[config.mk]
export PLATFORM = sky130hd
export DESIGN_NAME = rtf_token_splitter
export DESIGN_NICKNAME = d
export VERILOG_FILES = /design/src/rtl/core/rts_pkg.sv /design/src/rtl/core/rts_scanner.sv /design/src/rtl/core/rts_position.sv /design/src/rtl/core/rtf_token_splitter.sv
export SDC_FILE = /design/constraint.sdc
export NUM_CORES = 1
export LEC_CHECK = 0
export BUFFER_PORTS_ARGS = -buffer_cell sky130_fd_sc_hd__buf_4
export CORE_UTILIZATION = 35
export DETAILED_ROUTE_END_ITERATION = 8
export SLEW_MARGIN = 20
export SYNTH_ARGS = -nofsm -noshare
export SYNTH_HDL_FRONTEND = slang
export SYNTH_SLANG_ARGS = --single-unit
[constraint.sdc]
create_clock -name i_clk -period 5.3 [get_ports i_clk]
set_input_delay 0.265 -clock i_clk [delete_from_list [all_inputs] [get_ports i_clk]]
set_output_delay 0.265 -clock i_clk [all_outputs]
set_load 0.02 [all_outputs]
[src/rtl/core/rts_pkg.sv]
// types, constants and byte class helpers for the rtf token splitter
// no dependencies; imported by every module of the block
package rts_pkg;

    localparam int TEXT_BYTE_W    = 8;
    localparam int TOKEN_LINE_W   = 24;
    localparam int TOKEN_COL_W    = 16;
    localparam int TOKEN_KIND_W   = 2;
    localparam int LINE_WIDTH_DEF = 24;
    localparam int COL_WIDTH_DEF  = 16;

    localparam logic [TEXT_BYTE_W-1:0] CH_NUL    = 8'h00;
    localparam logic [TEXT_BYTE_W-1:0] CH_LBRACE = 8'h7B;
    localparam logic [TEXT_BYTE_W-1:0] CH_RBRACE = 8'h7D;
    localparam logic [TEXT_BYTE_W-1:0] CH_BSLASH = 8'h5C;
    localparam logic [TEXT_BYTE_W-1:0] CH_MINUS  = 8'h2D;
    localparam logic [TEXT_BYTE_W-1:0] CH_SPACE  = 8'h20;
    localparam logic [TEXT_BYTE_W-1:0] CH_LF     = 8'h0A;
    localparam logic [TEXT_BYTE_W-1:0] CH_CR     = 8'h0D;

    typedef enum logic [2:0] {
        MODE_BETWEEN = 3'd0,
        MODE_TEXT    = 3'd1,
        MODE_ESCAPE  = 3'd2,
        MODE_LETTERS = 3'd3,
        MODE_DIGITS  = 3'd4
    } t_scan_mode;

    typedef enum logic [TOKEN_KIND_W-1:0] {
        KIND_BRACE  = 2'd0,
        KIND_WORD   = 2'd1,
        KIND_SYMBOL = 2'd2,
        KIND_TEXT   = 2'd3
    } t_token_kind;

    // counter update request from the scanner to the position tracker
    typedef struct packed {
        logic begin_tok;
        logic col_inc;
        logic col_clear;
        logic line_inc;
    } t_pos_cmd;

    // per-beat classification from the scanner
    typedef struct packed {
        logic        kept;
        logic        first;
        t_token_kind kind;
    } t_scan_result;

    function automatic logic is_letter(input logic [TEXT_BYTE_W-1:0] b);
        return b inside {[8'h61:8'h7A], [8'h41:8'h5A]};
    endfunction

    function automatic logic is_digit(input logic [TEXT_BYTE_W-1:0] b);
        return b inside {[8'h30:8'h39]};
    endfunction

endpackage

[src/rtl/core/rts_scanner.sv]
// token scanner: scan mode and end-of-text state, per-byte classification
// depends on rts_pkg
module rts_scanner (
    input  logic                              i_clk,
    input  logic                              i_rst_n,
    input  logic                              i_advance,
    input  logic [rts_pkg::TEXT_BYTE_W-1:0]   i_byte,
    output rts_pkg::t_scan_result             o_result,
    output rts_pkg::t_pos_cmd                 o_pos_cmd
);
    import rts_pkg::*;

    t_scan_mode r_mode, n_mode;
    logic       r_ended, n_ended;
    logic       w_between;

    // next state
    always_comb begin
        n_mode    = r_mode;
        n_ended   = r_ended;
        w_between = 1'b0;
        if (r_ended) begin
            n_mode = r_mode;
        end else if (i_byte == CH_NUL) begin
            n_ended = 1'b1;
            n_mode  = MODE_BETWEEN;
        end else begin
            case (r_mode)
                MODE_ESCAPE: begin
                    n_mode = is_letter(i_byte) ? MODE_LETTERS : MODE_BETWEEN;
                end
                MODE_LETTERS: begin
                    if (is_letter(i_byte)) begin
                        n_mode = MODE_LETTERS;
                    end else if (i_byte == CH_MINUS || is_digit(i_byte)) begin
                        n_mode = MODE_DIGITS;
                    end else if (i_byte == CH_SPACE) begin
                        n_mode = MODE_BETWEEN;
                    end else begin
                        w_between = 1'b1;
                    end
                end
                MODE_DIGITS: begin
                    if (is_digit(i_byte)) begin
                        n_mode = MODE_DIGITS;
                    end else if (i_byte == CH_SPACE) begin
                        n_mode = MODE_BETWEEN;
                    end else begin
                        w_between = 1'b1;
                    end
                end
                MODE_TEXT: begin
                    if (i_byte inside {CH_BSLASH, CH_LBRACE, CH_RBRACE, CH_CR, CH_LF}) begin
                        w_between = 1'b1;
                    end
                end
                default: begin
                    w_between = 1'b1;
                end
            endcase
            if (w_between) begin
                case (i_byte)
                    CH_LF, CH_CR, CH_LBRACE, CH_RBRACE: n_mode = MODE_BETWEEN;
                    CH_BSLASH:                          n_mode = MODE_ESCAPE;
                    default:                            n_mode = MODE_TEXT;
                endcase
            end
        end
    end

    // outputs
    always_comb begin
        o_result  = '{kept: 1'b0, first: 1'b0, kind: KIND_BRACE};
        o_pos_cmd = '0;
        if (!r_ended && i_byte != CH_NUL) begin
            case (r_mode)
                MODE_ESCAPE: begin
                    o_pos_cmd.col_inc = 1'b1;
                    o_result.kept     = 1'b1;
                    o_result.kind     = is_letter(i_byte) ? KIND_WORD : KIND_SYMBOL;
                    if (i_byte == CH_LF) begin
                        o_pos_cmd.line_inc  = 1'b1;
                        o_pos_cmd.col_clear = 1'b1;
                    end
                end
                MODE_LETTERS, MODE_DIGITS: begin
                    if (!w_between) begin
                        o_pos_cmd.col_inc = 1'b1;
                        if (i_byte != CH_SPACE) begin
                            o_result.kept = 1'b1;
                            o_result.kind = KIND_WORD;
                        end
                    end
                end
                MODE_TEXT: begin
                    if (!w_between) begin
                        o_pos_cmd.col_inc = 1'b1;
                        o_result.kept     = 1'b1;
                        o_result.kind     = KIND_TEXT;
                    end
                end
                default: begin
                    o_result.kept = 1'b0;
                end
            endcase
            if (w_between) begin
                case (i_byte)
                    CH_LF: begin
                        o_pos_cmd.line_inc  = 1'b1;
                        o_pos_cmd.col_clear = 1'b1;
                    end
                    CH_CR: begin
                        o_result.kept = 1'b0;
                    end
                    CH_LBRACE, CH_RBRACE: begin
                        o_pos_cmd.begin_tok = 1'b1;
                        o_result = '{kept: 1'b1, first: 1'b1, kind: KIND_BRACE};
                    end
                    CH_BSLASH: begin
                        o_pos_cmd.begin_tok = 1'b1;
                        o_result = '{kept: 1'b1, first: 1'b1, kind: KIND_SYMBOL};
                    end
                    default: begin
                        o_pos_cmd.begin_tok = 1'b1;
                        o_result = '{kept: 1'b1, first: 1'b1, kind: KIND_TEXT};
                    end
                endcase
            end
        end
    end

    always_ff @(posedge i_clk) begin
        if (!i_rst_n) begin
            r_mode  <= MODE_BETWEEN;
            r_ended <= 1'b0;
        end else if (i_advance) begin
            r_mode  <= n_mode;
            r_ended <= n_ended;
        end
    end

endmodule

[src/rtl/core/rts_position.sv]
// saturating line and column counters and token start position
// depends on rts_pkg
module rts_position #(
    parameter int LINE_WIDTH   = rts_pkg::LINE_WIDTH_DEF,
    parameter int COLUMN_WIDTH = rts_pkg::COL_WIDTH_DEF
) (
    input  logic                    i_clk,
    input  logic                    i_rst_n,
    input  logic                    i_advance,
    input  rts_pkg::t_pos_cmd       i_cmd,
    output logic [LINE_WIDTH-1:0]   o_tok_line,
    output logic [COLUMN_WIDTH-1:0] o_tok_col
);
    import rts_pkg::*;

    logic [LINE_WIDTH-1:0]   r_line, n_line, r_start_line, n_start_line;
    logic [COLUMN_WIDTH-1:0] r_col, n_col, r_start_col, n_start_col;

    always_comb begin
        n_line       = r_line;
        n_col        = r_col;
        n_start_line = r_start_line;
        n_start_col  = r_start_col;
        if (i_cmd.begin_tok) begin
            n_start_line = r_line;
            n_start_col  = r_col;
        end
        if (i_cmd.line_inc && r_line != '1) begin
            n_line = r_line + LINE_WIDTH'(1);
        end
        if (i_cmd.col_clear) begin
            n_col = '0;
        end else if ((i_cmd.col_inc || i_cmd.begin_tok) && r_col != '1) begin
            n_col = r_col + COLUMN_WIDTH'(1);
        end
    end

    assign o_tok_line = n_start_line;
    assign o_tok_col  = n_start_col;

    always_ff @(posedge i_clk) begin
        if (!i_rst_n) begin
            r_line       <= '0;
            r_col        <= '0;
            r_start_line <= '0;
            r_start_col  <= '0;
        end else if (i_advance) begin
            r_line       <= n_line;
            r_col        <= n_col;
            r_start_line <= n_start_line;
            r_start_col  <= n_start_col;
        end
    end

endmodule

[src/rtl/core/rtf_token_splitter.sv]
// top level of the rtf token splitter: input register, scanner, position, result register
// depends on rts_pkg, rts_scanner, rts_position
//
//  channel | valid      | stall      | payload
//  --------+------------+------------+----------------------------------------------
//  in      | i_in_valid | o_in_stall | i_text_byte
//  out     | o_out_valid| i_out_stall| o_out_byte o_kept o_token_first o_token_kind
//          |            |            | o_token_line o_token_column
//
// one beat per cycle sustained while the output is not stalled
// the per-byte scan sits between the input register and the result register
// synchronous active-low reset returns to between tokens at line 0, column 0
// a stalled output holds the result; the input register still drains into the
// result register whenever it is empty or being taken
module rtf_token_splitter #(
    parameter int LINE_WIDTH   = rts_pkg::LINE_WIDTH_DEF,
    parameter int COLUMN_WIDTH = rts_pkg::COL_WIDTH_DEF
) (
    input  logic                               i_clk,
    input  logic                               i_rst_n,
    input  logic                               i_in_valid,
    output logic                               o_in_stall,
    input  logic [rts_pkg::TEXT_BYTE_W-1:0]    i_text_byte,
    output logic                               o_out_valid,
    input  logic                               i_out_stall,
    output logic [rts_pkg::TEXT_BYTE_W-1:0]    o_out_byte,
    output logic                               o_kept,
    output logic                               o_token_first,
    output logic [rts_pkg::TOKEN_KIND_W-1:0]   o_token_kind,
    output logic [rts_pkg::TOKEN_LINE_W-1:0]   o_token_line,
    output logic [rts_pkg::TOKEN_COL_W-1:0]    o_token_column
);
    import rts_pkg::*;

    logic                     r_in_valid;
    logic [TEXT_BYTE_W-1:0]   r_in_byte;
    logic                     w_advance;
    logic                     w_in_accept;
    t_scan_result             w_result;
    t_pos_cmd                 w_pos_cmd;
    logic [LINE_WIDTH-1:0]    w_tok_line;
    logic [COLUMN_WIDTH-1:0]  w_tok_col;
    logic [63:0]              w_line_ext;
    logic [63:0]              w_col_ext;

    logic                     r_out_valid;
    logic [TEXT_BYTE_W-1:0]   r_out_byte;
    logic                     r_kept;
    logic                     r_first;
    logic [TOKEN_KIND_W-1:0]  r_kind;
    logic [TOKEN_LINE_W-1:0]  r_line, n_line;
    logic [TOKEN_COL_W-1:0]   r_col, n_col;

    assign w_advance   = r_in_valid && (!r_out_valid || !i_out_stall);
    assign o_in_stall  = r_in_valid && !w_advance;
    assign w_in_accept = i_in_valid && !o_in_stall;

    rts_scanner u_scanner (
        .i_clk     (i_clk),
        .i_rst_n   (i_rst_n),
        .i_advance (w_advance),
        .i_byte    (r_in_byte),
        .o_result  (w_result),
        .o_pos_cmd (w_pos_cmd)
    );

    rts_position #(
        .LINE_WIDTH   (LINE_WIDTH),
        .COLUMN_WIDTH (COLUMN_WIDTH)
    ) u_position (
        .i_clk      (i_clk),
        .i_rst_n    (i_rst_n),
        .i_advance  (w_advance),
        .i_cmd      (w_pos_cmd),
        .o_tok_line (w_tok_line),
        .o_tok_col  (w_tok_col)
    );

    assign w_line_ext = 64'(w_tok_line);
    assign w_col_ext  = 64'(w_tok_col);

    // dropped beats report zero position
    always_comb begin
        n_line = '0;
        n_col  = '0;
        if (w_result.kept) begin
            n_line = w_line_ext[TOKEN_LINE_W-1:0];
            n_col  = w_col_ext[TOKEN_COL_W-1:0];
        end
    end

    always_ff @(posedge i_clk) begin
        if (!i_rst_n) begin
            r_in_valid  <= 1'b0;
            r_out_valid <= 1'b0;
        end else begin
            if (w_in_accept) begin
                r_in_valid <= 1'b1;
            end else if (w_advance) begin
                r_in_valid <= 1'b0;
            end
            if (w_advance) begin
                r_out_valid <= 1'b1;
            end else if (!i_out_stall) begin
                r_out_valid <= 1'b0;
            end
        end
    end

    always_ff @(posedge i_clk) begin
        if (w_in_accept) begin
            r_in_byte <= i_text_byte;
        end
        if (w_advance) begin
            r_out_byte <= r_in_byte;
            r_kept     <= w_result.kept;
            r_first    <= w_result.first;
            r_kind     <= w_result.kind;
            r_line     <= n_line;
            r_col      <= n_col;
        end
    end

    assign o_out_valid    = r_out_valid;
    assign o_out_byte     = r_out_byte;
    assign o_kept         = r_kept;
    assign o_token_first  = r_first;
    assign o_token_kind   = r_kind;
    assign o_token_line   = r_line;
    assign o_token_column = r_col;

endmodule

==> metrics <==
DRT Pass-1 Iters 8; commonest non-fill, non-tap cell in the layout dfxtp_1; fraction of registers with async set/reset 0; status finished with violations; Area Growth Syn to Fin 18.6%; Crit Path Category register to register; Initial DRC Count 270; fin. max-slew vios 0; DR vias 4836; DIE AREA 19100 um^2; cell chain of the critical path or2_2 > mux2_2 > o41ai_1 > a221o_1 > and2_1 > buf_4 > a22o_1; most frequent cells in the layout dfxtp_1 (86), nand2_1 (70), buf_4 (69); IO Count 66; Die W 138 um; Max Fanout on Critical Path 42; hold crit path type input port to register; layout cells sized above 1 0.171; DRC Markers 8; top_reg_cell synth dfxtp_1; RSZ-0062 raised after global routing no; Tcrit/Tclk final 0.703; Reg clk slew, reported paths 0.06 ns; placed cell area 7100 um^2; main combinational cell family by area after synthesis simple AND/OR/NAND/NOR gates; GRT met2 Usage 0.237; violated checks design-rule violations; Post-Syn Area per Cell 10.1 um^2; # diodes 0; nets@finish 696; sequential area share after synthesis 0.544; HPWL Detailed 8730 um; worst hold start i_text_byte[5]; remaining antenna violation count after routing 0; clk sinks 146; yosys warns 0; Leakage 2.62 nW; Cells after Synth 641; Final setup viols 0; Final Hold Vio Count 0; element type at the critical path start register; hold slack 0.0170 ns; min Tclk post-route 3.73 ns; count of unique library cells instantiated by Yosys 62; max_slew headroom 0.284; Pwr Density 333 nW/um^2; gr usage total 0.150; fmax 0.268 GHz; FF+latch count, synth 146; total negative setup slack 0 ns; simple-gate share of the synthesized area 0.198; CTS HTree Levels 4; hold path depth 1; max-cap violations 0; placed cells 891; total grt overflow 0; global-route wire length before repair 23200 um; CTS Buf Count 17; CP max stage delay 0.93 ns; Peak VDD IR 0.245 mV; R2R Path Start r_in_byte[4]; CP Capture Type register; r2r endpoint o_token_column[1]; Least-Margin Pin Slew 1.07 ns; FF-to-FF setup slack 1.57 ns; post-synthesis mux area share 0.00637; Post-Synth XOR/XNOR Area 0.0392; Core Rows 49; syn nets 655; GR Util met1 0.200; initial antenna violation count 0; final WL 13700 um; R2R cell count 7; clock latency on the worst-skew pair 0.42 ns; die height 138 um; CP max stage cell a221o_1; vias per cell 5.23; Worst Hold End r_in_byte[5]; Synth Area in Compound Gates 0.170; busiest grt layer met2; non-filler cells, final 924; TritonCTS clock tree built; wire length per cell after detailed routing 14.8 um; grt met3 use 0.0322; critical path arrival 4.01 ns; Post-Syn Area 6480 um^2; final std cell area, no fill 7690 um^2; largest net degree at the start of global routing 116; CTS max path bufs 2; Core ar. 18100 um^2; initial core utilization 0.358; Clock Skew 0.0141 ns; WP data required 5.58 ns; vias in the first global route 4582; adder-cell share of the synthesized area 0.00386; root buffer cell clkbuf_16; RePlAce Congestion 0.824; I/O Buffers 65; number of synthesized flops with an enable pin 60
## cell usage after synthesis (4+ instances only)
| cell | instances | share of area |
|---|---|---|
| dfxtp_1 | 86 | 0.27 |
| nand2_1 | 70 | 0.041 |
| edfxtp_1 | 60 | 0.28 |
| nand3_1 | 59 | 0.046 |
| a22o_1 | 40 | 0.054 |
| nor2_1 | 33 | 0.019 |
| clkbuf_1 | 30 | 0.017 |
| o21ai_0 | 28 | 0.022 |
| and2_1 | 20 | 0.019 |
| o21ai_1 | 20 | 0.015 |
| xnor2_1 | 20 | 0.027 |
| a21oi_1 | 15 | 0.012 |
| buf_2 | 13 | 0.010 |
| nand4_1 | 12 | 0.012 |
| inv_1 | 10 | 0.0058 |
| nor3_1 | 9 | 0.0069 |
| xor2_1 | 9 | 0.012 |
| nand2b_1 | 8 | 0.0077 |
| nor2b_1 | 8 | 0.0077 |
| and3_1 | 7 | 0.0068 |
| a2111oi_2 | 6 | 0.014 |
| or3_1 | 5 | 0.0048 |
| o211ai_1 | 4 | 0.0046 |
| o22ai_1 | 4 | 0.0039 |
## sequential cells by signal, indices dropped and copies added (netlist names), 2 cells and up
register / cells
o_out_byte: 8
o_token_column: 16
o_token_kind: 2
o_token_line: 24
r_in_byte: 8
u_position.r_col: 16
u_position.r_line: 24
u_position.r_start_col: 16
u_position.r_start_line: 24
u_scanner.r_mode: 3
## area by class of cell
cell class | count | area (um^2)
well taps | 229 | 287
clock buffers | 20 | 447
clock inverters | 12 | 134
inverters | 10 | 37.5
fillers | 1731 | 10400
multi-input cells | 437 | 2730
flip-flops and latches | 146 | 3520
repair buffers | 70 | 528
## power breakdown
group	internal (W)	total [W]	switching [W]
clock	0.000708	0.00117	0.000466
combinational	0.0000534	0.000171	0.000118
sequential	0.00120	0.00122	0.0000197
## what timing repair did
item                       CTS  global route
hold buffers                 0             1
hold endpoints to repair     0             1
setup endpoints to repair    0             0
gates resized for setup      0             0
buffers inserted             0             0
## metrics by stage
| stage | setup slack (ns) | total power (W) | util |
|---|---|---|---|
| floorplan | 0.598 | 0.00135 | - |
| finish | 1.57 | 0.00256 | 0.425 |
| global placement | 1.70 | 0.00141 | 0.392 |
| global route | 1.34 | 0.00266 | 0.425 |
| detailed placement | 1.63 | 0.00141 | 0.392 |
| CTS | 1.59 | 0.00259 | 0.425 |
## how the worst max path moves through the flow
| stage | start | to | slack [ns] |
|---|---|---|---|
| CTS | r_in_byte[4] | o_token_column[1] | 1.59 |
| detailed placement | r_in_byte[4] | o_token_column[1] | 1.63 |
| floorplan | r_in_valid | u_position.r_line[16] | 0.60 |
| global placement | r_in_byte[4] | o_token_column[4] | 1.70 |
| finish | r_in_byte[4] | o_token_column[1] | 1.57 |
| global route | r_in_byte[4] | o_token_column[4] | 1.34 |
## critical path, delay by kind of cell, from the launching register on
kind	cells	cell delay, ns
compound gates	3	1.66
buf+inv	1	0.42
flops	1	0.56
mux	1	0.28
simple gates	2	0.64
## layer usage
layer	vias to the layer above	wire length, um
met3	16	622
met5	-	0
met2	113	6250
met1	2291	6580
li1	2416	-
met4	0	194
## cell families after synthesis
logic type,after synthesis
muxes,4
xor gates and xnor gates,29
buffers and inverters,58
AOI/OAI and AO/OA,148
adders and majority gates,2
and+or+nand+nor,254
DFF,146
(Power assumes the default switching activity.)
